## src/design/cte_pkg.sv

```systemverilog
// ============================================================================
// cte_pkg
// shared types and codes for the capability table engine
// ============================================================================
package cte_pkg;

  // operation codes of an input item
  typedef enum logic [1:0] {
    OP_CREATE = 2'd0,
    OP_GRANT  = 2'd1,
    OP_REVOKE = 2'd2
  } op_t;

  // result status codes
  typedef enum logic [1:0] {
    ST_OK      = 2'd0,
    ST_INVALID = 2'd1,
    ST_FULL    = 2'd2
  } status_t;

  // sequencer states
  typedef enum logic {
    S_IDLE = 1'b0,
    S_EXEC = 1'b1
  } state_t;

  localparam int unsigned TOKEN_OUT_W = 12;

  // payload of one table entry
  typedef struct packed {
    logic [31:0] owner;
    logic [31:0] target;
    logic [63:0] rights;
  } entry_t;

  // control from the sequencer to the table memories
  typedef struct packed {
    logic rd_en;   // read both memories at the read address
    logic v_we;    // write the valid memory
    logic v_wbit;  // value written to the valid memory
    logic d_we;    // write the entry memory
  } tbl_ctl_t;

endpackage

```

## src/design/cte_ctrl.sv

```systemverilog
// ============================================================================
// cte_ctrl
// operation sequencer, slot allocator and result register
// ============================================================================
module cte_ctrl #(
  parameter int unsigned TABLE_DEPTH = 4096
) (
  input  logic                                   clk,
  input  logic                                   rst,
  input  logic                                   start,
  output logic                                   busy,
  input  logic [1:0]                             operation,
  input  logic [15:0]                            token_in,
  input  logic [31:0]                            owner_id,
  input  logic [31:0]                            target_id,
  input  logic [63:0]                            rights_req,
  output logic                                   done,
  output logic [1:0]                             status,
  output logic [cte_pkg::TOKEN_OUT_W-1:0]        token_out,
  output cte_pkg::tbl_ctl_t                      ctl,
  output logic [$clog2(TABLE_DEPTH)-1:0]         raddr,
  output logic [$clog2(TABLE_DEPTH)-1:0]         waddr,
  output cte_pkg::entry_t                        wdata,
  input  logic                                   v_rdata,
  input  cte_pkg::entry_t                        d_rdata
);
  import cte_pkg::*;

  localparam int unsigned AW = $clog2(TABLE_DEPTH);
  localparam int unsigned SW = $clog2(TABLE_DEPTH + 1);
  localparam logic [16:0] DEPTH_17 = 17'(TABLE_DEPTH);
  localparam logic [SW-1:0] DEPTH_SW = SW'(TABLE_DEPTH);

  state_t state, state_next;

  // captured item
  logic [1:0]  op;
  logic [15:0] tok;
  logic [31:0] owner;
  logic [31:0] target;
  logic [63:0] rights;

  logic [SW-1:0] next_slot, next_slot_next;
  logic          done_next;
  status_t       status_next;
  logic [TOKEN_OUT_W-1:0] token_out_next;

  logic in_range;
  logic src_live;
  logic full;

  assign busy  = (state == S_EXEC);
  assign raddr = token_in[AW-1:0];

  assign in_range = (tok != 16'd0) && ({1'b0, tok} < DEPTH_17);
  // entries at or above the fill count were not written since reset
  assign src_live = in_range && ({1'b0, tok} < 17'(next_slot)) && v_rdata;
  assign full     = (next_slot == DEPTH_SW);

  always_ff @(posedge clk) begin
    if (rst) begin
      state     <= S_IDLE;
      next_slot <= SW'(1);
      done      <= 1'b0;
    end else begin
      state     <= state_next;
      next_slot <= next_slot_next;
      done      <= done_next;
    end
  end

  always_ff @(posedge clk) begin
    if (start && !busy) begin
      op     <= operation;
      tok    <= token_in;
      owner  <= owner_id;
      target <= target_id;
      rights <= rights_req;
    end
    if (done_next) begin
      status    <= status_next;
      token_out <= token_out_next;
    end
  end

  always_comb begin
    state_next     = state;
    next_slot_next = next_slot;
    done_next      = 1'b0;
    status_next    = ST_INVALID;
    token_out_next = '0;
    ctl            = '0;
    waddr          = next_slot[AW-1:0];
    wdata          = '{owner: owner, target: target, rights: rights};

    unique case (state)
      S_IDLE: begin
        if (start) begin
          ctl.rd_en  = 1'b1;
          state_next = S_EXEC;
        end
      end
      S_EXEC: begin
        state_next = S_IDLE;
        done_next  = 1'b1;
        unique case (op_t'(op))
          OP_CREATE: begin
            if (full) begin
              status_next = ST_FULL;
            end else begin
              status_next    = ST_OK;
              token_out_next = TOKEN_OUT_W'(next_slot);
              ctl.d_we       = 1'b1;
              ctl.v_we       = 1'b1;
              ctl.v_wbit     = 1'b1;
              next_slot_next = SW'(next_slot + 1'b1);
            end
          end
          OP_GRANT: begin
            wdata = '{owner: d_rdata.owner, target: target,
                      rights: rights & d_rdata.rights};
            if (!src_live) begin
              status_next = ST_INVALID;
            end else if (full) begin
              status_next = ST_FULL;
            end else begin
              status_next    = ST_OK;
              token_out_next = TOKEN_OUT_W'(next_slot);
              ctl.d_we       = 1'b1;
              ctl.v_we       = 1'b1;
              ctl.v_wbit     = 1'b1;
              next_slot_next = SW'(next_slot + 1'b1);
            end
          end
          OP_REVOKE: begin
            waddr = tok[AW-1:0];
            if (in_range) begin
              status_next = ST_OK;
              ctl.v_we    = 1'b1;
              ctl.v_wbit  = 1'b0;
            end
          end
          default: begin
            status_next = ST_INVALID;
          end
        endcase
      end
      default: begin
        state_next = S_IDLE;
      end
    endcase
  end

  // every accepted item gives its result with done high
  a_result_follows: assert property (@(posedge clk) disable iff (rst)
    (start && !busy) |-> ##2 done)
    else $error("accepted item produced no result");

  // allocator stays between 1 and the depth
  a_slot_bound: assert property (@(posedge clk) disable iff (rst)
    (next_slot != '0) && (next_slot <= DEPTH_SW))
    else $error("slot allocator out of range");

  // the allocator only advances on an ok create or grant
  a_slot_step: assert property (@(posedge clk) disable iff (rst)
    (next_slot != $past(next_slot)) |-> (done && (status == ST_OK) && (token_out != '0)))
    else $error("allocator moved without an allocation");

  // a failed item never hands out a token
  a_fail_no_token: assert property (@(posedge clk) disable iff (rst)
    (done && (status != ST_OK)) |-> (token_out == '0))
    else $error("token returned with a failing status");

endmodule

```

## config.mk

```make
export PLATFORM = sky130hd
export DESIGN_NAME = cte_ctrl
export DESIGN_NICKNAME = d
export VERILOG_FILES = /design/src/design/cte_pkg.sv /design/src/design/cte_ctrl.sv
export SDC_FILE = /design/constraint.sdc
export NUM_CORES = 1
export LEC_CHECK = 0
export ABC_CLOCK_PERIOD_IN_PS = 23800
export BUFFER_PORTS_ARGS = -buffer_cell sky130_fd_sc_hd__buf_2
export CORE_AREA = 2 2 176 178
export CTS_CLUSTER_DIAMETER = 30
export CTS_CLUSTER_SIZE = 8
export DETAILED_ROUTE_END_ITERATION = 6
export DIE_AREA = 0 0 178 180
export REMOVE_ABC_BUFFERS = 1
export SLEW_MARGIN = 20
export SYNTH_ARGS = -nofsm -noshare
export SYNTH_HDL_FRONTEND = slang
export SYNTH_SLANG_ARGS = --single-unit
```

## constraint.sdc

```tcl
create_clock -name clk -period 23.8 [get_ports clk]
set_input_delay 1.19 -clock clk [delete_from_list [all_inputs] [get_ports clk]]
set_output_delay 1.19 -clock clk [all_outputs]
set_load 0.03 [all_outputs]
```

==> impl_metrics.py <==
metrics = {
    "hold_path": {
        "hp-class": "flip-flop to flip-flop",
        "hold_depth": 2,
    },
    "route": {
        "drtIter0Drc": 198,
        "wire_per_inst_um": 16.37,
        "drc_errors": 0,
        "via_per_inst": 4.188,
        "drt-total-wl_mm": 20.82,
        "antenna_left": 0,
        "first_pass_iters": 4,
        "vias": 5327,
    },
    "layout": {
        "diodes": 0,
        "area_growth_pct": 43.49,
        "drive_gt1_frac": 0.5788,
        "nFillCells": 3083,
        "final_cells": 1272,
        "nets": 1155,
    },
    "synth": {
        "syn_inst": 451,
        "synth_ff_type": "edfxtp_1",
        "yosysUniqueCellTypes": 39,
        "synth_top_area_cell": "edfxtp_1",
        "async_flop_share": 0,
        "synth_common_cells": "160 x edfxtp_1, 64 x o21a_1, 47 x mux2_2",
        "synth_edf_count": 160,
        "synth_seq_cells": 175,
        "synth.avg_cell_area_um2": 15.78,
        "seq_area_frac_synth": 0.7174,
        "syn_area_um2": 7116,
        "ys_top_cells_by_area": "edfxtp_1 68%, mux2_2 7.4%, o21a_1 6.8%",
        "yosysTopAreaCellShare": 0.6752,
        "yosys_warnings": 0,
        "synth.most_common_cell": "edfxtp_1",
    },
    "clock_network": {
        "cts_root_buffer": "clkbuf_16",
        "numCtsBuffers": 17,
        "clkSinkCount": 175,
        "cts_setup_buffers": 0,
        "path_clk_slew_ns": 0.07,
        "insertion_delay_ns": 0.43,
        "hold_buffers": 0,
        "clock_path_buffers": 2,
        "tritoncts": "yes",
        "ctsResizeCount": 0,
        "htree_levels": 4,
    },
    "grt": {
        "antenna_found_initial": 0,
        "grt_usage": 0.1243,
        "first_global_vias": 5066,
        "gr-total-overflow": 0,
        "grt_max_degree": 97,
        "grt_first_pass_wirelength_mm": 29.26,
    },
    "sta": {
        "fin_crit_sh": 0.1761,
        "fin_crit_ns": 4.192,
        "worstMarginPinSlew_ns": 0.9143,
        "slew_viol_final": 0,
        "finClkSkew_ns": 0.01438,
        "fin_ws_ns": 19.61,
        "relSlewSlack": 0.3905,
        "setup_viol": 0,
        "fmax_mhz": 238.6,
        "tns_ns": 0,
        "finalHoldViolations": 0,
        "rsz0062_at_grt": "false",
    },
    "die": {
        "coreArea_um2": 30190,
        "die_h_um": 180,
        "io_pins": 450,
        "start_util": 0.2357,
        "die_area_um2": 32040,
        "num_rows": 64,
        "dieWidth_um": 178,
    },
    "critical_path": {
        "worstRegToRegCells": 9,
        "path_max_fanout": 29,
        "crit_chain": "nor4_1, nand3_1, and3_1, a32oi_1, and2_4, o22ai_1, buf_2",
        "startpoint_type": "flip-flop",
        "worstSetupEndpointType": "output pin",
        "crit_required_ns": 22.61,
        "rrSetupSlack_ns": 21.01,
        "critical_path_depth": 7,
        "cp_slowest_stage_delay_ns": 0.50,
        "critical_path_buf_inv_count": 1,
        "crit_type": "flip-flop to output pin",
        "slowest_stage": "nor4_1",
        "worstPathArrival_ns": 3.00,
        "cp_top_family": "simple AND/OR/NAND/NOR gates",
    },
    "placement": {
        "portBuffers": 417,
        "place_inst": 1239,
        "dp_slack_ns": 20.02,
        "gp_congestion": 0.8275,
        "dp_hpwl_mm": 16.21,
    },
    "pwr": {
        "leakage_nw": 4.261,
        "power_density_nw_per_um2": 72.97,
        "vdd_ir_drop_max_uv": 34.13,
    },
    "job": {
        "max-cap-violations": 0,
    },
    "outcome": {
        "status": "completed",
    },
}
-- power by group --
| part | total (mW) | internal [mW] | switching [mW] |
|---|---|---|---|
| Clock | 0.288 | 0.159 | 0.129 |
| Sequential | 0.360 | 0.354 | 0.00568 |
| Combinational | 0.0968 | 0.0351 | 0.0617 |
| Total | 0.745 | 0.548 | 0.197 |
-- kinds of logic (layout without fill, tap and decap cells) --
kind of cell    after synthesis  in the layout  synth area share
compound gates               96             96           0.09636
xor+xnor                      1              1          0.001231
fa+ha+maj                    14             14           0.02462
buf+inv                      45            470           0.03183
flops                       175            175            0.7174
mux                          48             48           0.07579
simple gates                 72             72           0.05275
-- flip-flops by register name, summed over array words and instances (netlist names) --
register	count
done	1
target	32
owner	32
tok	16
next_slot	13
busy	1
op	2
token_out	12
status	2
rights	64
-- cell usage in the layout (no fill, tap or decap), types with 3 or more instances in the layout --
cell type	instances
buf_2	417
edfxtp_1	160
o21a_1	64
mux2_2	47
nor2_1	22
clkbuf_16	17
inv_1	15
dfxtp_1	15
ha_1	14
a21oi_1	13
nor4_1	8
nand3_1	7
o21ai_0	7
nor2b_1	6
nand2_1	6
buf_4	5
nand4_1	4
nor3_1	4
inv_6	4
o31ai_1	3
or4_1	3
or3_1	3
inv_8	3
clkinvlp_4	3
-- layout make-up --
| class | instances | area, µm² | area share |
|---|---|---|---|
| Sequential cell | 175 | 5105 | 0.5000 |
| Multi-Input combinational cell | 231 | 1799 | 0.1762 |
| Tap cell | 396 | 495.5 | 0.04853 |
| Inverter | 15 | 56.30 | 0.005515 |
| Timing Repair Buffer | 423 | 2152 | 0.2108 |
| Clock buffer | 18 | 429.2 | 0.04203 |
| Clock inverter | 14 | 172.7 | 0.01691 |
-- stage by stage --
step	utilization	power (mW)	instance area [µm²]	hold slack, ns
after floorplan	-	0.4205	6945	0.4678
after global placement	0.3173	0.4631	9580	0.4956
after detailed placement	0.3173	0.4646	9580	0.5029
after global routing	0.3382	0.7756	10210	0.5416
after CTS	0.3373	0.7565	10180	0.5223
final	0.3382	0.7450	10210	0.5261
-- path summary, 6_finish.rpt --
path / from / to
setup reg to reg: next_slot[9]$_SDFFE_PP0P_ / next_slot[9]$_SDFFE_PP0P_
hold / removal: next_slot[11]$_SDFFE_PP0P_ / next_slot[11]$_SDFFE_PP0P_
hold reg to reg: next_slot[11]$_SDFFE_PP0P_ / next_slot[11]$_SDFFE_PP0P_
setup / recovery: tok[7]$_DFFE_PP_ / ctl[2]
-- worst register-to-register path: stages, from the launching register on --
cell and delay (ns):
dfxtp_1 0.44, inv_1 0.11, ha_1 0.30, a21oi_1 0.14, nor2_1 0.07, a211oi_1 0.41
o2111ai_2 0.24, and2_4 0.29, nor4_1 0.33, mux2_2 0.37
-- layer usage --
metal | track usage | up-vias | share of wire
li1 | - | 2537 | -
met1 | 0.1434 | 2531 | 0.40
met2 | 0.2153 | 245 | 0.50
met3 | 0.04124 | 14 | 0.087
met4 | 0.04000 | 0 | 0.014
met5 | 0 | - | 0
No activity file was read; power rests on OpenSTA's default activity.
